<file path="src/sv/fsne_pkg.sv">
// Package for the FAT 8.3 short name encoder.
// Holds character constants, error codes, the per-component state type and its clear value.
// No dependencies.
package fsne_pkg;

   localparam logic [7:0]  SPACE_CHAR  = 8'h20;
   localparam logic [7:0]  DOT_CHAR    = 8'h2E;
   localparam logic [7:0]  SLASH_CHAR  = 8'h2F;
   localparam logic [7:0]  LOWER_A     = 8'h61;
   localparam logic [7:0]  LOWER_Z     = 8'h7A;
   localparam logic [7:0]  CASE_OFFSET = 8'h20;
   localparam logic [63:0] NAME_SPACES = 64'h2020202020202020;
   localparam logic [23:0] EXT_SPACES  = 24'h202020;
   localparam logic [3:0]  BASE_CHARS  = 4'd8;
   localparam logic [1:0]  EXT_LEN     = 2'd3;
   localparam logic [1:0]  LEN_SAT     = 2'd3;
   localparam logic [7:0]  COUNT_SAT   = 8'd255;

   localparam logic [1:0] ERR_OK        = 2'd0;
   localparam logic [1:0] ERR_EMPTY_EXT = 2'd1;
   localparam logic [1:0] ERR_MULTI_DOT = 2'd2;

   typedef struct packed {
      logic [63:0] name_buf;
      logic [23:0] ext_buf;
      logic [3:0]  name_cnt;
      logic [1:0]  ext_cnt;
      logic        dot_seen;
      logic        scan_stopped;
      logic [1:0]  pend_err;
      logic [1:0]  comp_len;
      logic        all_dots;
   } comp_type;

   localparam comp_type COMP_CLEAR = '{
      name_buf:     NAME_SPACES,
      ext_buf:      EXT_SPACES,
      name_cnt:     4'd0,
      ext_cnt:      2'd0,
      dot_seen:     1'b0,
      scan_stopped: 1'b0,
      pend_err:     ERR_OK,
      comp_len:     2'd0,
      all_dots:     1'b1
   };

endpackage

</file>
<file path="src/sv/fsne_absorb.sv">
// Per-character update of the component state of the short name encoder.
// Pure combinational; depends on fsne_pkg.
module fsne_absorb
   import fsne_pkg::*;
(
   input  comp_type   cur,
   input  logic [7:0] ch,
   output comp_type   nxt
);

   logic [7:0] up;

   always_comb begin
      up  = ((ch >= LOWER_A) && (ch <= LOWER_Z)) ? (ch - CASE_OFFSET) : ch;
      nxt = cur;
      if (cur.comp_len < LEN_SAT) begin
         nxt.comp_len = cur.comp_len + 2'd1;
      end
      if (ch != DOT_CHAR) begin
         nxt.all_dots = 1'b0;
      end
      if (!cur.scan_stopped) begin
         if (ch == DOT_CHAR) begin
            if (cur.dot_seen) begin
               if (cur.pend_err == ERR_OK) begin
                  nxt.pend_err = ERR_MULTI_DOT;
               end
            end else begin
               nxt.dot_seen = 1'b1;
            end
         end else if (!cur.dot_seen) begin
            if (cur.name_cnt < BASE_CHARS) begin
               for (int i = 0; i < 8; i++) begin
                  if (cur.name_cnt == 4'(i)) begin
                     nxt.name_buf[(7 - i) * 8 +: 8] = up;
                  end
               end
               nxt.name_cnt = cur.name_cnt + 4'd1;
            end
         end else if (cur.ext_cnt == EXT_LEN) begin
            nxt.scan_stopped = 1'b1;
         end else begin
            for (int i = 0; i < 3; i++) begin
               if (cur.ext_cnt == 2'(i)) begin
                  nxt.ext_buf[(2 - i) * 8 +: 8] = up;
               end
            end
            nxt.ext_cnt = cur.ext_cnt + 2'd1;
         end
      end
   end

endmodule

</file>
<file path="src/sv/fat_short_name_encoder_top.sv">
// Top level of the FAT 8.3 short name encoder: component state, result register, handshakes.
// Depends on fsne_pkg and fsne_absorb.
//
//   channel  direction  handshake            payload
//   req      in         req_valid/req_ready  req_path_byte, req_end_of_path
//   rsp      out        rsp_valid/rsp_ready  rsp_base_name, rsp_extension,
//                                            rsp_component_index, rsp_last_component,
//                                            rsp_error_code
//
// One path byte is taken per cycle; its result, if any, shows on rsp the next cycle.
// The single result register sets the rate: a new byte is taken whenever it is empty
// or being drained in the same cycle.
// Synchronous reset clears component state and the result valid; no clearing pass.
// A stalled result holds req off until rsp_ready rises.
module fat_short_name_encoder_top
   import fsne_pkg::*;
(
   input  logic        clock,
   input  logic        reset,
   input  logic        req_valid,
   output logic        req_ready,
   input  logic [7:0]  req_path_byte,
   input  logic        req_end_of_path,
   output logic        rsp_valid,
   input  logic        rsp_ready,
   output logic [63:0] rsp_base_name,
   output logic [23:0] rsp_extension,
   output logic [7:0]  rsp_component_index,
   output logic        rsp_last_component,
   output logic [1:0]  rsp_error_code
);

   comp_type    comp_ff, comp_in, absorbed, cur_after;
   logic [7:0]  count_ff, count_in;
   logic        rsp_valid_ff, rsp_valid_in;
   logic [63:0] base_ff, base_in;
   logic [23:0] ext_ff, ext_in;
   logic [7:0]  index_ff;
   logic        last_ff;
   logic [1:0]  err_ff, err_in;
   logic        accept, is_slash, ends, emit;

   fsne_absorb u_absorb (
      .cur (comp_ff),
      .ch  (req_path_byte),
      .nxt (absorbed)
   );

   assign req_ready = !rsp_valid_ff || rsp_ready;
   assign accept    = req_valid && req_ready;

   always_comb begin
      is_slash  = (req_path_byte == SLASH_CHAR);
      ends      = is_slash || req_end_of_path;
      cur_after = is_slash ? comp_ff : absorbed;
      emit      = ends && (cur_after.comp_len != 2'd0);

      base_in = cur_after.name_buf;
      ext_in  = cur_after.ext_buf;
      err_in  = cur_after.pend_err;
      priority if (cur_after.all_dots && (cur_after.comp_len == 2'd1)) begin
         base_in = {DOT_CHAR, NAME_SPACES[55:0]};
         ext_in  = EXT_SPACES;
         err_in  = ERR_OK;
      end else if (cur_after.all_dots && (cur_after.comp_len == 2'd2)) begin
         base_in = {DOT_CHAR, DOT_CHAR, NAME_SPACES[47:0]};
         ext_in  = EXT_SPACES;
         err_in  = ERR_OK;
      end else if ((cur_after.pend_err == ERR_OK) && cur_after.dot_seen &&
                   (cur_after.ext_cnt == 2'd0)) begin
         err_in = ERR_EMPTY_EXT;
      end else begin
         err_in = cur_after.pend_err;
      end

      comp_in  = comp_ff;
      count_in = count_ff;
      if (accept) begin
         comp_in = ends ? COMP_CLEAR : cur_after;
         if (req_end_of_path) begin
            count_in = 8'd0;
         end else if (emit && (count_ff != COUNT_SAT)) begin
            count_in = count_ff + 8'd1;
         end
      end

      if (accept && emit) begin
         rsp_valid_in = 1'b1;
      end else if (rsp_ready) begin
         rsp_valid_in = 1'b0;
      end else begin
         rsp_valid_in = rsp_valid_ff;
      end
   end

   always_ff @(posedge clock) begin
      if (reset) begin
         comp_ff      <= COMP_CLEAR;
         count_ff     <= 8'd0;
         rsp_valid_ff <= 1'b0;
      end else begin
         comp_ff      <= comp_in;
         count_ff     <= count_in;
         rsp_valid_ff <= rsp_valid_in;
      end
   end

   always_ff @(posedge clock) begin
      if (accept && emit) begin
         base_ff  <= base_in;
         ext_ff   <= ext_in;
         index_ff <= count_ff;
         last_ff  <= req_end_of_path;
         err_ff   <= err_in;
      end
   end

   assign rsp_valid           = rsp_valid_ff;
   assign rsp_base_name       = base_ff;
   assign rsp_extension       = ext_ff;
   assign rsp_component_index = index_ff;
   assign rsp_last_component  = last_ff;
   assign rsp_error_code      = err_ff;

endmodule

</file>
<file path="config.mk">
export PLATFORM = sky130hd
export DESIGN_NAME = fat_short_name_encoder_top
export DESIGN_NICKNAME = d
export VERILOG_FILES = /design/src/sv/fsne_pkg.sv /design/src/sv/fsne_absorb.sv /design/src/sv/fat_short_name_encoder_top.sv
export SDC_FILE = /design/constraint.sdc
export NUM_CORES = 1
export LEC_CHECK = 0
export ABC_AREA = 0
export CELL_PAD_IN_SITES_DETAIL_PLACEMENT = 0
export CELL_PAD_IN_SITES_GLOBAL_PLACEMENT = 1
export CORE_MARGIN = 4
export CORE_UTILIZATION = 40
export DETAILED_ROUTE_END_ITERATION = 6
export DONT_BUFFER_PORTS = 1
export PLACE_DENSITY_LB_ADDON = 0.1
export RECOVER_POWER = 50
export SYNTH_ARGS = -nofsm -noshare
export SYNTH_HDL_FRONTEND = slang
export SYNTH_HIERARCHICAL = 1
export SYNTH_SLANG_ARGS = --single-unit
export TNS_END_PERCENT = 30
</file>
<file path="constraint.sdc">
create_clock -name clock -period 9.1 [get_ports clock]
set_input_delay 0.455 -clock clock [delete_from_list [all_inputs] [get_ports clock]]
set_output_delay 0.455 -clock clock [all_outputs]
set_load 0.02 [all_outputs]
</file>
==> results.py, run 1 <==
metrics = {
    "critical_path": {
        "cp.required_ns": 9.45,
        "crit_arrival_ns": 6.26,
        "crit_path_max_incr_delay_ns": 1.96,
        "path_max_fanout": 50,
        "path_cells": "nand4b_1 -> nor4_4 -> clkbuf_1 -> clkbuf_1 -> nor2_1 -> or2_2 -> buf_4 -> nor3_1",
        "slowest_stage": "clkbuf_1",
        "crit_type": "in2reg",
        "start_kind": "input pin",
        "worst_setup_path_end_kind": "flop",
        "path_common_cell": "clkbuf_1",
    },
    "timing": {
        "setup_viol": 0,
        "rsz0062_at_grt": "no",
        "skew_ns": 0.0168,
        "max_slew_margin_pct": -75.0,
        "worstMarginPinSlew_ns": 2.62,
        "setup_tns_ns": 0,
        "final_hold_viol_count": 0,
        "fin_crit_ns": 5.91,
        "drv_slew": 249,
        "post-route-period-util_pct": 64.9,
        "fmax_ghz": 0.169,
    },
    "synth": {
        "syn_inst": 1013,
        "syn_area_um2": 9850,
        "synth_ff_type": "dfxtp_1",
        "synth_seq_area_share_pct": 52.5,
        "syn_area_per_cell_um2": 9.73,
        "syn_nets": 1032,
        "yosysUniqueCellTypes": 56,
        "ys_top_cells_by_area": "edfxtp_1 30%, dfxtp_1 22%, nand2_1 8.1%",
        "async_reset_ff_share_pct": 0,
        "synth_edf_count": 99,
        "yosys.area.top_type_share_pct": 30.2,
        "synth_area_leader_cell": "edfxtp_1",
        "ys_ff_latch": 209,
        "yosys_warnings": 6,
    },
    "clock_tree": {
        "cts_sinks": 209,
        "clk_path_buf_depth": 3,
        "h-tree-depth": 1,
        "cts_resized": 0,
        "holdBufCountCts": 0,
        "root_buffer": "clkbuf_16",
        "tritoncts": "done",
        "clk_latency_ns": 0.51,
        "post_cts_buffers": 0,
        "clk_pin_slew_worst_paths_ns": 0.06,
        "numCtsBuffers": 24,
    },
    "placed_design": {
        "hpwlAfterDp_um": 15000,
        "port-buffer-count": 0,
        "gp_congestion": 0.760,
    },
    "detailed_routing": {
        "drc_errors": 0,
        "detail-route-antenna-nets": 0,
        "drt_first_pass_iters": 5,
        "vias": 7302,
        "vias_per_cell": 5.56,
        "drtIter0Drc": 508,
        "wl_per_cell_um": 20.1,
        "wl_um": 26400,
    },
    "global_routing": {
        "grt_max_degree": 110,
        "overflow": 0,
        "grt.total_usage_pct": 19.4,
        "grt_pass1_vias": 7274,
        "grt_pass1_wl_um": 41900,
        "antenna_found_initial": 0,
    },
    "floorplan": {
        "die_height_um": 165,
        "initial_utilization_pct": 40.6,
        "dieArea_um2": 27200,
        "io_pins": 114,
        "core_um2": 24200,
        "rows": 57,
        "die_x_um": 165,
    },
    "cells_and_area": {
        "nets": 990,
        "register_area_um2": 5170,
        "fill_cells": 2396,
        "drive_gt1_share_pct": 12.9,
        "num_antenna_cells": 0,
        "post-route-util_pct": 44.3,
        "synthToLayoutAreaGrowth_pct": 8.96,
        "multi_input_area_um2": 4310,
    },
    "pwr": {
        "power_density_nw_per_um2": 189,
        "power_leakage_nw": 3.72,
        "ir_drop_uv": 106,
    },
    "worst_hold_path": {
        "hold_path_class": "in2reg",
    },
    "outcome": {
        "violations": "max-capacitance violations, max-slew violations",
        "status": "complete, but fails checks",
    },
    "job": {
        "max-cap-violations": 5,
    },
}
worst max-delay path: cells and delay by family:
kind	cells	cell delay [ns]
buf+inv	3	4.26
simple gates	5	1.50
logic make-up (layout without fill, tap and decap cells):
group                    count (synthesis)  count (layout)  share of synthesized area (%)
AND/OR/NAND/NOR                        395             395                           17.9
AO/OA/AOI/OAI                          245             245                           17.2
flip-flops                             209             209                           52.5
buffers and inverters                   90              66                           3.87
multiplexers                            67              67                           7.66
adder cells (fa/ha/maj)                  6               6                          0.762
XOR/XNOR                                 1               1                         0.0889
per-stage QoR:
step                      cell area (um^2)  instances  power [mW]  hold slack [ns]  worst slack [ns]
final                                10700       1313        2.02           0.0454              3.19
after global routing                 10700       1313        2.10           0.0149              2.63
after CTS                            10800       1313        2.06          0.00517              5.51
after detailed placement             10000       1269        1.14            0.476              5.05
after global placement               10000       1269        1.14            0.471              5.15
after floorplan                       9850       1013        1.13            0.439              2.49
worst paths after layout:
| kind | startpoint | endpoint | slack (ns) | cells past startpoint |
|---|---|---|---|---|
| setup / recovery | req_path_byte[4] | rsp_error_code[0] | 3.19 | 8 |
| hold / removal | reset | rsp_valid | 0.05 | 1 |
| hold reg to reg | count_ff[6] | rsp_component_index[6] | 0.49 | 0 |
| setup reg to reg | rsp_valid | rsp_base_name[42] | 4.17 | 7 |
cell usage in the layout, fill, tap and decap left out, types with 7 or more instances in the layout:
master       n
o22ai_1     13
clkbuf_16   25
nor2_1      99
nand2_1    212
o21ai_0     27
a21oi_1     78
o211ai_4     7
clkbuf_1    13
buf_4        8
nand3_1     20
nand2b_1    15
edfxtp_1    99
nor3_1       7
inv_1       10
mux2_2      67
dfxtp_1    110
a22oi_1     89
report_power, final:
part / internal, mW / switching, mW
Sequential: 1.01 / 0.0333
Clock: 0.528 / 0.374
Combinational: 0.0220 / 0.0593
Total: 1.56 / 0.467
routing by layer:
metal / global-route usage, % / part of all wire, %
met1: 26.5 / 46
met2: 31.7 / 46
met3: 4.62 / 6.2
met4: 4.01 / 1.1
met5: 0 / 0
cells in the mapped netlist (all sizes together), types with 2 or more instances:
master and count:
and3 5, a22oi 89, o22ai 13, nand4 3, ha 6, nor4 3, nor3 8, edfxtp 99
nand2b 15, clkbuf 54, dfxtp 110, o211ai 13, nor4b 4, a21o 4, nand2 213, or2 4
buf 26, nor2b 6, or3 2, o21ai 28, nand3 20, o2111ai 3, a31oi 4, or4 6
a41o 2, nor2 99, mux2 67, nand4b 2, a21oi 79, o21bai 3, inv 10
registers in the layout, indices dropped and copies added (netlist names):
signal and cells:
rsp_extension 24, rsp_base_name 64, rsp_component_index 8, rsp_last_component 1, count_ff 8, rsp_error_code 2
comp_ff 101, rsp_valid 1
area by class of cell:
class | instances | area share [%]
timing repair buffer | 12 | 0.699
tap | 324 | 3.78
multi-input combinational | 714 | 40.1
inverter | 10 | 0.350
clock buffer | 37 | 6.53
clock inverter | 7 | 0.303
sequential | 209 | 48.2
No activity file was read; power rests on OpenSTA's default activity.
==> inputs of run 2 (changes only) <==
clock period = 5.8 ns   (was 9.1 ns; I/O delays follow)
==> run 2 against run 1 <==
  * The run still ends with max-capacitance violations, max-slew violations left
  * Routed wire length is 1.5% higher
  * Clock power is 57% higher
  * Largest cell class unchanged
  * First-iteration DRC count is 3.3% lower
  * Final cell count is 0.38% higher
==> results.py, run 2 (synthesis results as in run 1) <==
metrics = {
    "placed_design": {
        "gp_congestion": 0.742,
        "port-buffer-count": 0,
        "hpwlAfterDp_um": 15400,
    },
    "timing": {
        "post-route-period-util_pct": 71.1,
        "drv_slew": 129,
        "setup_tns_ns": 0,
        "max_slew_margin_pct": -132,
        "skew_ns": 0.0152,
        "hold_slack_ns": 0.0343,
        "final_hold_viol_count": 0,
        "fmax_ghz": 0.243,
        "rsz0062_at_grt": "no",
        "fin_crit_ns": 4.12,
        "setup_viol": 0,
        "worstMarginPinSlew_ns": 3.47,
    },
    "detailed_routing": {
        "drtIter0Drc": 491,
        "detail-route-antenna-nets": 0,
        "drc_errors": 0,
        "vias": 7306,
        "vias_per_cell": 5.54,
        "wl_um": 26800,
        "drt_first_pass_iters": 4,
        "wl_per_cell_um": 20.3,
    },
    "global_routing": {
        "grt_pass1_wl_um": 42000,
        "grt_max_degree": 106,
        "antenna_found_initial": 2,
        "grt_pass1_vias": 6919,
        "grt.total_usage_pct": 19.5,
        "overflow": 0,
    },
    "floorplan": {
        "die_height_um": 165,
        "dieArea_um2": 27200,
        "die_x_um": 165,
        "io_pins": 114,
        "core_um2": 24200,
        "initial_utilization_pct": 40.6,
        "rows": 57,
    },
    "cells_and_area": {
        "final_common_cell": "nand2_1",
        "nets": 994,
        "mostFrequentLayoutCells": "212 x nand2_1, 110 x dfxtp_1, 99 x nor2_1, 99 x edfxtp_1, 89 x a22oi_1",
        "largest_register_ffs": 101,
        "synthToLayoutAreaGrowth_pct": 9.80,
        "drive_gt1_share_pct": 13.7,
        "regMostFlops": "comp_ff",
        "post-route-util_pct": 44.6,
    },
    "critical_path": {
        "cp.required_ns": 5.95,
        "worst_setup_path_end_kind": "flop",
        "path_max_fanout": 45,
        "start_kind": "input pin",
        "crit_arrival_ns": 4.27,
        "crit_type": "in2reg",
    },
    "pwr": {
        "pwr-share-clk_pct": 44.4,
        "power_density_nw_per_um2": 296,
        "swShare_pct": 23.5,
        "comb_power_share_pct": 4.5,
        "power_leakage_nw": 3.78,
        "sequentialPowerShare_pct": 51.0,
        "ir_drop_uv": 217,
        "p_switching_mw": 0.752,
        "p_int_mw": 2.45,
    },
    "clock_tree": {
        "tritoncts": "done",
        "h-tree-depth": 1,
        "clk_latency_ns": 0.51,
        "cts_sinks": 209,
        "clk_pin_slew_worst_paths_ns": 0.05,
        "clk_path_buf_depth": 3,
        "numCtsBuffers": 25,
        "root_buffer": "clkbuf_16",
        "post_cts_buffers": 0,
    },
    "outcome": {
        "status": "complete, but fails checks",
        "violations": "max-capacitance violations, max-slew violations",
    },
    "worst_hold_path": {
        "hold_path_class": "in2reg",
    },
    "job": {
        "max-cap-violations": 3,
    },
}
run 2: cell count changes in the layout (fill, tap and decap cells not counted), sizes merged:
cell	change
buf	+4
dlygate4sd3	+1
clkinv	+2
inv	+1
clkbuf	-4
diode	+1
run 2: metal layers:
layer / routed length, um / GRT usage, % / vias to the layer above
met2: 12300 / 30.5 / 180
met5: 0 / 0 / -
met4: 444 / 3.93 / 0
li1: - / - / 3548
met3: 1720 / 4.84 / 33
met1: 12400 / 27.6 / 3545
run 2: worst paths after layout:
check	cells after the start	slack, ns	endpoint	from
max	6	1.68	rsp_base_name[33]	req_path_byte[4]
max reg2reg	7	1.91	comp_ff[100]	rsp_valid
min reg2reg	0	0.49	rsp_component_index[6]	count_ff[6]
min	3	0.03	count_ff[5]	reset
run 2: repair_timing:
| action | in CTS | in global routing |
|---|---|---|
| gates resized for setup | 0 | 0 |
| hold endpoints to repair | 106 | 0 |
| hold buffers | 2 | 0 |
run 2: area by class of cell:
class,instances,area (um^2)
antenna,1,2.50
multi-input combinational,714,4320
timing repair buffer,15,140
fill,2375,13400
inverter,10,37.5
sequential,209,5170
tap,324,405
clock inverter,10,50.0
clock buffer,35,693
run 2: critical path, stage by stage:
cell and delay (ns):
nand4b_4 0.17, nor4_4 0.18, clkbuf_1 1.62, o21ai_0 0.58, a21oi_4 0.84, buf_4 0.54
run 2: per-stage QoR:
step | power (mW) | cells | instance area, um^2 | worst slack, ns
CTS | 3.25 | 1317 | 10800 | 2.75
floorplan | 1.77 | 1013 | 9860 | 1.41
detailed placement | 1.80 | 1270 | 10100 | 2.31
global route | 3.32 | 1318 | 10800 | 1.40
global placement | 1.80 | 1270 | 10100 | 2.39
finish | 3.20 | 1318 | 10800 | 1.68
run 2: power by group through the flow:
stage	logic [mW]	clock network, mW	registers [mW]
2_1_floorplan	0.107	0	1.66
3_3_place_gp	0.132	0	1.67
3_5_place_dp	0.132	0	1.67
4_1_cts	0.148	1.46	1.64
5_1_grt	0.159	1.52	1.64
6_report	0.145	1.42	1.63
==> inputs of run 3 (changes only) <==
clock period = 3.5 ns   (was 5.8 ns; I/O delays follow)
==> run 3 against run 2 <==
  * The flow still finishes with violations (max-capacitance violations, max-slew violations)
  * Count of clock-buffer cells in the layout fell by 2
  * Sequential power up 66%
  * Clock skew shrank 0.0024 ns
  * Critical path depth decreased by 1
  * Largest cell class unchanged
==> results.py, run 3 (synthesis results as in run 1) <==
metrics = {
    "global_routing": {
        "grt_max_degree": 109,
        "overflow": 0,
        "grt.total_usage_pct": 20.0,
        "grt_pass1_wl_um": 42800,
        "antenna_found_initial": 0,
        "grt_pass1_vias": 7078,
    },
    "detailed_routing": {
        "wl_um": 27400,
        "wl_met2_um": 12500,
        "detail-route-antenna-nets": 0,
        "m1WireLength_um": 12800,
        "vias_per_cell": 5.52,
        "drt_first_pass_iters": 5,
        "drtIter0Drc": 527,
        "vias": 7380,
        "wl_per_cell_um": 20.5,
        "top_layer": "met4",
        "drc_errors": 0,
        "met3_length_um": 1820,
    },
    "floorplan": {
        "io_pins": 114,
        "core_um2": 24200,
        "dieArea_um2": 27200,
        "initial_utilization_pct": 40.6,
        "die_x_um": 165,
        "die_height_um": 165,
        "rows": 57,
    },
    "pwr": {
        "power_density_nw_per_um2": 500,
        "ir_drop_uv": 272,
        "power_leakage_nw": 3.91,
        "p_total_mw": 5.52,
    },
    "clock_tree": {
        "numCtsBuffers": 24,
        "cts_resized": 0,
        "clk_path_buf_depth": 3,
        "h-tree-depth": 1,
        "root_buffer": "clkbuf_16",
        "cts_sinks": 209,
        "post_cts_buffers": 0,
        "holdBufCountCts": 9,
        "tritoncts": "done",
        "clk_pin_slew_worst_paths_ns": 0.06,
        "clk_latency_ns": 0.52,
    },
    "worst_hold_path": {
        "min_from": "reset",
        "min_to": "count_ff[5]",
        "min_path_cells": 3,
        "hold_path_class": "in2reg",
    },
    "placed_design": {
        "port-buffer-count": 0,
        "hpwlAfterDp_um": 15500,
        "gp_congestion": 0.762,
    },
    "critical_path": {
        "worstReg2RegStart": "comp_ff[6]",
        "reg2regPathDepth": 5,
        "crit_type": "reg2reg",
        "worst_setup_path_end_kind": "flop",
        "start_kind": "flop",
        "cp.required_ns": 3.71,
        "path_max_fanout": 11,
        "r2r_end": "rsp_base_name[57]",
        "crit_arrival_ns": 3.17,
        "rrSetupSlack_ns": 0.54,
    },
    "outcome": {
        "violations": "max-capacitance violations, max-slew violations",
        "status": "complete, but fails checks",
    },
    "job": {
        "max-cap-violations": 2,
    },
    "cells_and_area": {
        "nets": 1013,
        "synthToLayoutAreaGrowth_pct": 12.0,
        "regMostFlops": "comp_ff",
        "post-route-util_pct": 45.5,
        "largest_register_ffs": 101,
        "drive_gt1_share_pct": 14.5,
        "num_antenna_cells": 0,
        "final_common_cell": "nand2_1",
        "mostFrequentLayoutCells": "212 x nand2_1, 110 x dfxtp_1, 99 x nor2_1, 99 x edfxtp_1, 89 x a22oi_1",
    },
    "timing": {
        "final_hold_viol_count": 0,
        "rsz0062_at_grt": "no",
        "fmax_ghz": 0.338,
        "drv_slew": 62,
        "setup_tns_ns": 0,
        "post-route-period-util_pct": 84.6,
        "setup_viol": 0,
        "worstMarginPinSlew_ns": 1.54,
        "max_slew_margin_pct": -2.59,
        "skew_ns": 0.0128,
        "fin_crit_ns": 2.96,
    },
}
[run 3: changes by cell type in the layout (fill, tap and decap cells not counted), moves of 3 or more]
| cell | before | now |
|---|---|---|
| buf_4 | 10 | 20 |
| dlygate4sd3_1 | 1 | 8 |
| clkbuf_1 | 9 | 5 |
| buf_12 | 1 | 4 |
[run 3: how the worst max path moves through the flow]
stage	start	endpoint	slack, ns	cells after the start
4_1_cts	rsp_valid	comp_ff[25]	1.01	6
3_5_place_dp	req_path_byte[4]	rsp_base_name[62]	0.91	9
6_report	comp_ff[6]	rsp_base_name[57]	0.54	5
3_3_place_gp	req_path_byte[4]	rsp_base_name[62]	0.92	9
2_1_floorplan	rsp_valid	rsp_base_name[0]	0.24	6
5_1_grt	rsp_valid	rsp_base_name[6]	0.43	5
[run 3: routing by layer]
metal / global-route usage, % / vias to the layer above
met4: 3.40 / 0
li1: - / 3587
met2: 31.2 / 188
met1: 28.6 / 3579
met5: 0 / -
met3: 4.99 / 26
[run 3: cell type report]
cell class,instances,area [um^2]
fill,2337,13200
sequential,209,5170
multi-input combinational,714,4280
clock buffer,33,696
tap,324,405
timing repair buffer,35,347
clock inverter,11,100
inverter,10,37.5
[run 3: per-stage QoR]
stage	std cells	setup slack [ns]	cell area [um^2]	hold WS, ns
4_1_cts	1336	1.01	11100	0.00953
3_5_place_dp	1283	0.911	10200	0.262
3_3_place_gp	1283	0.915	10200	0.261
2_1_floorplan	1013	0.242	9860	0.274
5_1_grt	1336	0.426	11000	0.0415
6_report	1336	0.540	11000	0.0179
[run 3: where the power goes]
part	switching (mW)	internal [mW]
clock network	1.01	1.53
registers	0.0854	2.62
logic	0.199	0.0771
total	1.29	4.23
[run 3: critical path: stages, from the launching register on]
cell	delay [ns]
dfxtp_1	0.43
nor4_1	1.25
o211ai_4	0.42
mux2_2	0.41
nand2_1	0.06
nand3_1	0.07
